==> src/cspb_pkg.sv <==
// Shared types, codes and constants of the cue sheet block parser.
`default_nettype none

package cspb_pkg;

   // Field lengths in bytes.
   localparam int CatalogLen  = 128;
   localparam int SheetResLen = 258;
   localparam int IsrcLen     = 12;
   localparam int TrkResLen   = 13;
   localparam int IdxResLen   = 3;
   localparam int OffsetLen   = 8;

   // Most results that one byte can cause.
   localparam int MaxResults  = 3;

   // Parse phases.
   typedef enum logic [4:0] {
      PH_CATALOG    = 5'd0,
      PH_LEADIN     = 5'd1,
      PH_CDFLAG     = 5'd2,
      PH_SHEET_RES  = 5'd3,
      PH_TRACKS     = 5'd4,
      PH_TRK_OFFSET = 5'd5,
      PH_TRK_NUMBER = 5'd6,
      PH_ISRC       = 5'd7,
      PH_TYPE       = 5'd8,
      PH_TRK_RES    = 5'd9,
      PH_POINTS     = 5'd10,
      PH_IDX_OFFSET = 5'd11,
      PH_IDX_NUMBER = 5'd12,
      PH_IDX_RES    = 5'd13,
      PH_DONE       = 5'd14
   } phase_type;

   // Result kinds.
   typedef enum logic [3:0] {
      K_CATALOG     = 4'd0,
      K_LEADIN      = 4'd1,
      K_CDFLAG      = 4'd2,
      K_TRACK_COUNT = 4'd3,
      K_TRK_OFFSET  = 4'd4,
      K_TRK_NUMBER  = 4'd5,
      K_ISRC        = 4'd6,
      K_TYPE        = 4'd7,
      K_PREEMPH     = 4'd8,
      K_INDEX_COUNT = 4'd9,
      K_IDX_OFFSET  = 4'd10,
      K_IDX_NUMBER  = 4'd11,
      K_TRACK_DONE  = 4'd12,
      K_SHEET_DONE  = 4'd13,
      K_ERROR       = 4'd14
   } kind_type;

   // One result item without its last-of-byte flag.
   typedef struct packed {
      kind_type    kind;
      logic [63:0] value;
      logic [7:0]  position;
   } res_type;

   // Builds one result item.
   function automatic res_type make_res(kind_type kind, logic [63:0] value,
                                        logic [7:0] position);
      res_type r;
      r.kind     = kind;
      r.value    = value;
      r.position = position;
      return r;
   endfunction

endpackage

`default_nettype wire

==> src/cspb_parser.sv <==
// Parse state and the per-byte decode that yields up to three results.
`default_nettype none

module cspb_parser
   import cspb_pkg::*;
(
   input  wire logic                        clock,
   input  wire logic                        reset,
   input  wire logic                        step,
   input  wire logic [7:0]                  data_byte,
   input  wire logic                        start_req,
   output res_type [MaxResults-1:0]         results,
   output logic [1:0]                       res_count
);

   phase_type   phase_ff, phase_in, base_phase;
   logic [8:0]  count_ff, count_in, base_count, count_val;
   logic [63:0] shift_ff, shift_in, base_shift, shift_val;
   logic [7:0]  ttotal_ff, ttotal_in, base_ttotal;
   logic [7:0]  tseen_ff, tseen_in, base_tseen, tseen_inc;
   logic [7:0]  ptotal_ff, ptotal_in, base_ptotal;
   logic [7:0]  pseen_ff, pseen_in, base_pseen, pseen_inc;
   logic [63:0] byte_val;

   // A start request puts the parser back at the first catalog byte first.
   always_comb begin
      base_phase  = start_req ? PH_CATALOG : phase_ff;
      base_count  = start_req ? 9'd0 : count_ff;
      base_shift  = start_req ? 64'd0 : shift_ff;
      base_ttotal = start_req ? 8'd0 : ttotal_ff;
      base_tseen  = start_req ? 8'd0 : tseen_ff;
      base_ptotal = start_req ? 8'd0 : ptotal_ff;
      base_pseen  = start_req ? 8'd0 : pseen_ff;
   end

   assign shift_val = {base_shift[55:0], data_byte};
   assign count_val = base_count + 9'd1;
   assign tseen_inc = base_tseen + 8'd1;
   assign pseen_inc = base_pseen + 8'd1;
   assign byte_val  = {56'd0, data_byte};

   // Decode of one byte: next state and the results it causes.
   always_comb begin
      phase_in  = base_phase;
      count_in  = count_val;
      shift_in  = shift_val;
      ttotal_in = base_ttotal;
      tseen_in  = base_tseen;
      ptotal_in = base_ptotal;
      pseen_in  = base_pseen;
      res_count = 2'd0;
      for (int i = 0; i < MaxResults; i++) begin
         results[i] = make_res(K_CATALOG, 64'd0, 8'd0);
      end

      unique case (base_phase)
         PH_CATALOG: begin
            results[0] = make_res(K_CATALOG, byte_val, base_count[7:0]);
            res_count  = 2'd1;
            if (count_val >= 9'(CatalogLen)) begin
               phase_in = PH_LEADIN;
               count_in = '0;
               shift_in = '0;
            end
         end
         PH_LEADIN: begin
            if (count_val >= 9'(OffsetLen)) begin
               results[0] = make_res(K_LEADIN, shift_val, 8'd0);
               res_count  = 2'd1;
               phase_in   = PH_CDFLAG;
               count_in   = '0;
               shift_in   = '0;
            end
         end
         PH_CDFLAG: begin
            results[0] = make_res(K_CDFLAG, {63'd0, data_byte[7]}, 8'd0);
            res_count  = 2'd1;
            phase_in   = PH_SHEET_RES;
            count_in   = '0;
            shift_in   = '0;
         end
         PH_SHEET_RES: begin
            if (count_val >= 9'(SheetResLen)) begin
               phase_in = PH_TRACKS;
               count_in = '0;
               shift_in = '0;
            end
         end
         PH_TRACKS: begin
            ttotal_in  = data_byte;
            tseen_in   = 8'd0;
            results[0] = make_res(K_TRACK_COUNT, byte_val, 8'd0);
            count_in   = '0;
            shift_in   = '0;
            // An empty sheet is finished on its track-count byte.
            if (data_byte == 8'd0) begin
               results[1] = make_res(K_SHEET_DONE, 64'd0, 8'd0);
               res_count  = 2'd2;
               phase_in   = PH_DONE;
            end else begin
               res_count = 2'd1;
               phase_in  = PH_TRK_OFFSET;
            end
         end
         PH_TRK_OFFSET: begin
            if (count_val >= 9'(OffsetLen)) begin
               results[0] = make_res(K_TRK_OFFSET, shift_val, base_tseen);
               res_count  = 2'd1;
               phase_in   = PH_TRK_NUMBER;
               count_in   = '0;
               shift_in   = '0;
            end
         end
         PH_TRK_NUMBER: begin
            results[0] = make_res(K_TRK_NUMBER, byte_val, base_tseen);
            res_count  = 2'd1;
            phase_in   = PH_ISRC;
            count_in   = '0;
            shift_in   = '0;
         end
         PH_ISRC: begin
            results[0] = make_res(K_ISRC, byte_val, base_count[7:0]);
            res_count  = 2'd1;
            if (count_val >= 9'(IsrcLen)) begin
               phase_in = PH_TYPE;
               count_in = '0;
               shift_in = '0;
            end
         end
         PH_TYPE: begin
            results[0] = make_res(K_TYPE, {63'd0, data_byte[7]}, base_tseen);
            results[1] = make_res(K_PREEMPH, {63'd0, data_byte[6]}, base_tseen);
            res_count  = 2'd2;
            phase_in   = PH_TRK_RES;
            count_in   = '0;
            shift_in   = '0;
         end
         PH_TRK_RES: begin
            if (count_val >= 9'(TrkResLen)) begin
               phase_in = PH_POINTS;
               count_in = '0;
               shift_in = '0;
            end
         end
         PH_POINTS: begin
            ptotal_in  = data_byte;
            pseen_in   = 8'd0;
            results[0] = make_res(K_INDEX_COUNT, byte_val, base_tseen);
            count_in   = '0;
            shift_in   = '0;
            // A track without index points closes on its count byte.
            if (data_byte == 8'd0) begin
               results[1] = make_res(K_TRACK_DONE, 64'd0, base_tseen);
               tseen_in   = tseen_inc;
               if (tseen_inc == base_ttotal) begin
                  results[2] = make_res(K_SHEET_DONE, 64'd0, 8'd0);
                  res_count  = 2'd3;
                  phase_in   = PH_DONE;
               end else begin
                  res_count = 2'd2;
                  phase_in  = PH_TRK_OFFSET;
               end
            end else begin
               res_count = 2'd1;
               phase_in  = PH_IDX_OFFSET;
            end
         end
         PH_IDX_OFFSET: begin
            if (count_val >= 9'(OffsetLen)) begin
               results[0] = make_res(K_IDX_OFFSET, shift_val, base_pseen);
               res_count  = 2'd1;
               phase_in   = PH_IDX_NUMBER;
               count_in   = '0;
               shift_in   = '0;
            end
         end
         PH_IDX_NUMBER: begin
            results[0] = make_res(K_IDX_NUMBER, byte_val, base_pseen);
            res_count  = 2'd1;
            phase_in   = PH_IDX_RES;
            count_in   = '0;
            shift_in   = '0;
         end
         PH_IDX_RES: begin
            // The last reserved byte of the last point closes the track.
            if (count_val >= 9'(IdxResLen)) begin
               pseen_in = pseen_inc;
               count_in = '0;
               shift_in = '0;
               if (pseen_inc == base_ptotal) begin
                  results[0] = make_res(K_TRACK_DONE, 64'd0, base_tseen);
                  tseen_in   = tseen_inc;
                  if (tseen_inc == base_ttotal) begin
                     results[1] = make_res(K_SHEET_DONE, 64'd0, 8'd0);
                     res_count  = 2'd2;
                     phase_in   = PH_DONE;
                  end else begin
                     res_count = 2'd1;
                     phase_in  = PH_TRK_OFFSET;
                  end
               end else begin
                  phase_in = PH_IDX_OFFSET;
               end
            end
         end
         default: begin
            // Done, or a phase code that is never reached: report an error.
            results[0] = make_res(K_ERROR, 64'd0, 8'd0);
            res_count  = 2'd1;
            phase_in   = PH_DONE;
            count_in   = '0;
            shift_in   = '0;
         end
      endcase
   end

   // Parse state registers, updated once per parsed byte.
   always_ff @(posedge clock) begin
      if (reset) begin
         phase_ff  <= PH_CATALOG;
         count_ff  <= '0;
         shift_ff  <= '0;
         ttotal_ff <= '0;
         tseen_ff  <= '0;
         ptotal_ff <= '0;
         pseen_ff  <= '0;
      end else if (step) begin
         phase_ff  <= phase_in;
         count_ff  <= count_in;
         shift_ff  <= shift_in;
         ttotal_ff <= ttotal_in;
         tseen_ff  <= tseen_in;
         ptotal_ff <= ptotal_in;
         pseen_ff  <= pseen_in;
      end
   end

endmodule

`default_nettype wire

==> src/cspb_result_buffer.sv <==
// Result register holding the items of one byte and handing them out in order.
`default_nettype none

module cspb_result_buffer
   import cspb_pkg::*;
(
   input  wire logic                        clock,
   input  wire logic                        reset,
   input  wire logic                        load,
   input  wire res_type [MaxResults-1:0]    load_results,
   input  wire logic [1:0]                  load_count,
   output logic                             free,
   output logic                             out_valid,
   input  wire logic                        out_ready,
   output res_type                          out_res,
   output logic                             out_last
);

   res_type [MaxResults-1:0] entry_ff;
   logic [1:0]               count_ff, count_in;
   logic [1:0]               head_ff, head_in;
   logic                     fire;

   assign out_valid = (count_ff != 2'd0);
   assign fire      = out_valid && out_ready;
   assign out_res   = entry_ff[head_ff];
   assign out_last  = (count_ff == 2'd1);

   // The register can take a new byte's items once the last one leaves.
   assign free = (count_ff == 2'd0) || ((count_ff == 2'd1) && fire);

   // Count of waiting items and read position.
   always_comb begin
      count_in = count_ff;
      head_in  = head_ff;
      if (load) begin
         count_in = load_count;
         head_in  = 2'd0;
      end else if (fire) begin
         count_in = count_ff - 2'd1;
         head_in  = head_ff + 2'd1;
      end
   end

   always_ff @(posedge clock) begin
      if (reset) begin
         count_ff <= '0;
         head_ff  <= '0;
      end else begin
         count_ff <= count_in;
         head_ff  <= head_in;
      end
   end

   // Item payloads need no reset.
   always_ff @(posedge clock) begin
      if (load) begin
         entry_ff <= load_results;
      end
   end

endmodule

`default_nettype wire

==> src/cue_sheet_block_parser_top.sv <==
// Top level of the cue sheet block parser: input register, decode, result register.
// With the result register free, a byte's first item is offered once it has passed the
// input register and then the result register.
// Throughput: one byte per cycle while the result register is free; a byte with k results
// (k up to 3) holds the port; the single result register gives one item a cycle at most.
// Reset: synchronous, active high; the parser restarts at the first catalog byte
// with all counters and the shift register cleared, and both registers empty.
`default_nettype none

module cue_sheet_block_parser_top
   import cspb_pkg::*;
(
   input  wire logic        clock,
   input  wire logic        reset,
   input  wire logic        req_valid,
   output logic             req_ready,
   input  wire logic [7:0]  req_data_byte,
   input  wire logic        req_start_req,
   output logic             rsp_valid,
   input  wire logic        rsp_ready,
   output logic [3:0]       rsp_kind,
   output logic [63:0]      rsp_value,
   output logic [7:0]       rsp_position,
   output logic             rsp_last_of_byte
);

   logic                     in_valid_ff, in_valid_in;
   logic [7:0]               byte_ff;
   logic                     start_ff;
   logic                     advance;
   logic                     buf_free;
   res_type [MaxResults-1:0] results;
   logic [1:0]               res_count;
   res_type                  head_res;

   // A held byte moves on when its items fit, or when it causes none.
   assign advance   = in_valid_ff && (buf_free || (res_count == 2'd0));
   assign req_ready = !in_valid_ff || advance;

   always_comb begin
      in_valid_in = in_valid_ff;
      if (req_valid && req_ready) begin
         in_valid_in = 1'b1;
      end else if (advance) begin
         in_valid_in = 1'b0;
      end
   end

   // Input register.
   always_ff @(posedge clock) begin
      if (reset) begin
         in_valid_ff <= 1'b0;
      end else begin
         in_valid_ff <= in_valid_in;
      end
   end

   always_ff @(posedge clock) begin
      if (req_valid && req_ready) begin
         byte_ff  <= req_data_byte;
         start_ff <= req_start_req;
      end
   end

   cspb_parser u_parser (
      .clock     (clock),
      .reset     (reset),
      .step      (advance),
      .data_byte (byte_ff),
      .start_req (start_ff),
      .results   (results),
      .res_count (res_count)
   );

   cspb_result_buffer u_result_buffer (
      .clock        (clock),
      .reset        (reset),
      .load         (advance && (res_count != 2'd0)),
      .load_results (results),
      .load_count   (res_count),
      .free         (buf_free),
      .out_valid    (rsp_valid),
      .out_ready    (rsp_ready),
      .out_res      (head_res),
      .out_last     (rsp_last_of_byte)
   );

   assign rsp_kind     = head_res.kind;
   assign rsp_value    = head_res.value;
   assign rsp_position = head_res.position;

endmodule

`default_nettype wire
==> config.mk <==
export PLATFORM = sky130hd
export DESIGN_NAME = cue_sheet_block_parser_top
export DESIGN_NICKNAME = d
export VERILOG_FILES = /design/src/cspb_pkg.sv /design/src/cspb_parser.sv /design/src/cspb_result_buffer.sv /design/src/cue_sheet_block_parser_top.sv
export SDC_FILE = /design/constraint.sdc
export NUM_CORES = 1
export LEC_CHECK = 0
export BUFFER_PORTS_ARGS = -buffer_cell sky130_fd_sc_hd__buf_4
export CAP_MARGIN = 20
export CORE_MARGIN = 2
export CORE_UTILIZATION = 50
export CTS_BUF_LIST = sky130_fd_sc_hd__clkbuf_16
export DETAILED_ROUTE_END_ITERATION = 10
export PLACE_DENSITY = 0.71
export RECOVER_POWER = 50
export SLEW_MARGIN = 20
export SYNTH_ARGS = -nofsm -noshare
export SYNTH_HDL_FRONTEND = slang
export SYNTH_SLANG_ARGS = --single-unit
==> constraint.sdc <==
create_clock -name clock -period 10.55 [get_ports clock]
set_input_delay 2.6375 -clock clock [delete_from_list [all_inputs] [get_ports clock]]
set_output_delay 2.6375 -clock clock [all_outputs]
set_load 0.1 [all_outputs]
==> results.toml <==
[yosys]
synth_cells = 1031
synth-seq-cells = 205
ys_seq_area_frac = 0.498
synth_flop_cell = "dfxtp_1"
synth_edf_count = 98
postSynthAreaPerCell_um2 = 9.91
synth_area_um2 = 10200
yosys_warnings = 0
async_flop_share = 0
synth.distinct_cells = 78
synth_fp_nets = 1053

[critical_path]
path_buf_inv = 4
crit_path_end_kind = "output port"
path_cells = "buf_4, nand2b_1, inv_1, ha_1, a21bo_2, nand4_1, o21ai_0, a21boi_4, clkbuf_1, o31ai_1, nand2b_1, buf_4"
critical_path.max_stage_delay_ns = 1.51
worstReg2RegStart = "start_ff"
crit_fanout = 61
worstRegToRegCells = 15
worstPathRequired_ns = 7.91
critical_path_class = "reg -> out"
cp_top_family = "buffers and inverters"
start_kind = "flip-flop"
reg2reg_slack_ns = 3.20
startpoint = "start_ff"
r2r_end = "u_parser.shift_ff[55]"
critical-path-slowest-cell = "clkbuf_1"
arrival_ns = 5.39

[detailed_routing]
ant_nets = 0
drt-total-wl_um = 26100
wl_per_cell_um = 19.1
drc = 0
vias = 8048
via_per_inst = 5.89
first_pass_iters = 9
drt-initial-drc-count = 815

[min_path]
hold_start = "u_parser.shift_ff[51]"
holdPathEnd = "u_parser.shift_ff[51]"
hold-path-cell-count = 1
hp-class = "reg -> reg"

[clocking]
clk_latency_ns = 0.52
cts_root_buf = "clkbuf_16"
cts_buffers = 22
cts_sinks = 205
post_cts_buffers = 0
clk_pin_slew_ns = 0.06
clockBufferDepth = 3
ctsHoldBuffers = 0
cts_resized = 0
cts.htree.levels = 1
cts_tree = "done"

[power_and_ir_drop]
leakagePower_nw = 4.08
power_density_nw_per_um2 = 219
worst_ir_drop_vdd_mv = 0.123
finalPower_mw = 2.53

[floorplanning]
die_w_um = 147
design.die.area_um2 = 21600
fp-row-count = 52
pin_count = 92
die_y_um = 147
core_um2 = 20200
initial_core_util = 0.507

[global_routing]
grt_max_degree = 65
track_usage = 0.239
grt_pass1_vias = 7411
antenna_found_initial = 0
grt_pass1_wl_um = 41500
grt_overflow = 0

[finish]
synthToLayoutAreaGrowth_pct = 13.0
finalNetCount = 1102
diodes = 0
drive_above_1_share = 0.100

[timing]
fmax_ghz = 0.125
period_minus_slack_ns = 8.03
maxSlewViolCount = 234
worst_pin_slew_ns = 2.18
setup_tns_ns = 0
fin_skew_ns = 0.0201
slew_headroom = -0.455
post-route-period-util = 0.761
finalHoldViolCount = 0
setup_viol = 0
grt_setup_unrepaired = "false"

[place]
io_buffers = 91
gp_congestion = 0.959
dp_hpwl_um = 18000

[status]
outcome = "finished with violations"
violations = "max-capacitance violations, max-slew violations"

[flow_run]
maxCapViolations = 5
[area by class of cell]
class	instances	area, um2
well taps	270	338
fillers	1819	8630
multi-input cells	714	4640
clock inverters	18	168
repair buffers	106	647
flip-flops and latches	205	5080
inverters	31	116
clock buffers	22	551
[worst max-delay path by stage]
stage / end / slack [ns] / cells past startpoint
floorplan: u_result_buffer.entry_ff[0] / 2.93 / 15
global placement: req_ready / 3.96 / 12
detailed placement: req_ready / 3.82 / 12
CTS: req_ready / 3.25 / 12
global route: req_ready / 1.92 / 12
finish: req_ready / 2.52 / 12
[cell usage in the layout, fill, tap and decap left out, types with 10 or more instances in the layout]
cell and instances:
and2_1 94, clkbuf_16 22, mux2i_1 14, buf_4 54, nor2b_1 15, dfxtp_1 107, and2_0 42, nor2_1 60
edfxtp_1 98, inv_1 34, nand3_1 39, nor3_1 15, a22o_1 51, a21oi_1 45, a31oi_1 10, clkbuf_1 43
o32ai_1 15, xnor2_1 18, o21ai_0 49, nand2_1 61
[layer usage]
metal  global-route usage  wire (um)  up-vias  share of wire
met2                0.380      12100      339           0.46
li1                     -          -     3876              -
met5                    0          0        -              0
met3               0.0398       1890       59          0.072
met4               0.0702        677        0          0.026
met1                0.339      11500     3774           0.44
[power breakdown]
| group | internal, mW | switching (mW) | leakage, nW |
|---|---|---|---|
| combinational | 0.148 | 0.697 | 1.92 |
| clock | 0.435 | 0.317 | 0.366 |
| sequential | 0.898 | 0.0343 | 1.80 |
| total | 1.48 | 1.05 | 4.08 |
[state kept, by name, indices dropped and copies added, names as in the netlist]
signal,cells
in_valid_ff,1
u_parser.ptotal_ff,8
u_parser.count_ff,9
u_parser.tseen_ff,8
u_parser.phase_ff,5
u_result_buffer.entry_ff,89
u_result_buffer.head_ff,2
u_result_buffer.count_ff,2
u_parser.pseen_ff,8
byte_ff,8
start_ff,1
u_parser.shift_ff,56
u_parser.ttotal_ff,8
[synthesized netlist by cell type (all sizes together) (15+ instances only)]
| cell type | instances | area share |
|---|---|---|
| nand2 | 61 | 0.022 |
| a21oi | 45 | 0.023 |
| nor2b | 15 | 0.0092 |
| dfxtp | 107 | 0.21 |
| inv | 30 | 0.011 |
| o32ai | 15 | 0.013 |
| o21ai | 53 | 0.026 |
| edfxtp | 98 | 0.29 |
| nand3 | 40 | 0.020 |
| buf | 32 | 0.020 |
| and2 | 136 | 0.083 |
| xnor2 | 18 | 0.015 |
| nor2 | 62 | 0.023 |
| nor3 | 15 | 0.0073 |
| clkbuf | 49 | 0.018 |
| a22o | 51 | 0.044 |
[kinds of logic (layout without fill, tap and decap cells)]
group / Yosys count / count (layout) / synth area share
muxes: 14 / 14 / 0.0137
AOI/OAI and AO/OA: 268 / 268 / 0.192
DFF: 205 / 205 / 0.498
xor gates and xnor gates: 28 / 28 / 0.0255
and+or+nand+nor: 395 / 395 / 0.211
buffers and inverters: 112 / 177 / 0.0490
adders and majority gates: 9 / 9 / 0.0110
[stage by stage]
stage / cell area [um2] / hold slack (ns) / cells / setup slack (ns) / util
2_1_floorplan: 10200 / 0.440 / 1031 / 2.93 / -
3_3_place_gp: 11000 / 0.455 / 1324 / 3.96 / 0.544
3_5_place_dp: 11000 / 0.460 / 1324 / 3.82 / 0.544
4_1_cts: 11700 / 0.476 / 1364 / 3.25 / 0.580
5_1_grt: 11500 / 0.495 / 1366 / 1.92 / 0.572
6_report: 11500 / 0.473 / 1366 / 2.52 / 0.572
Note: power is estimated with default switching activity, not from simulation.
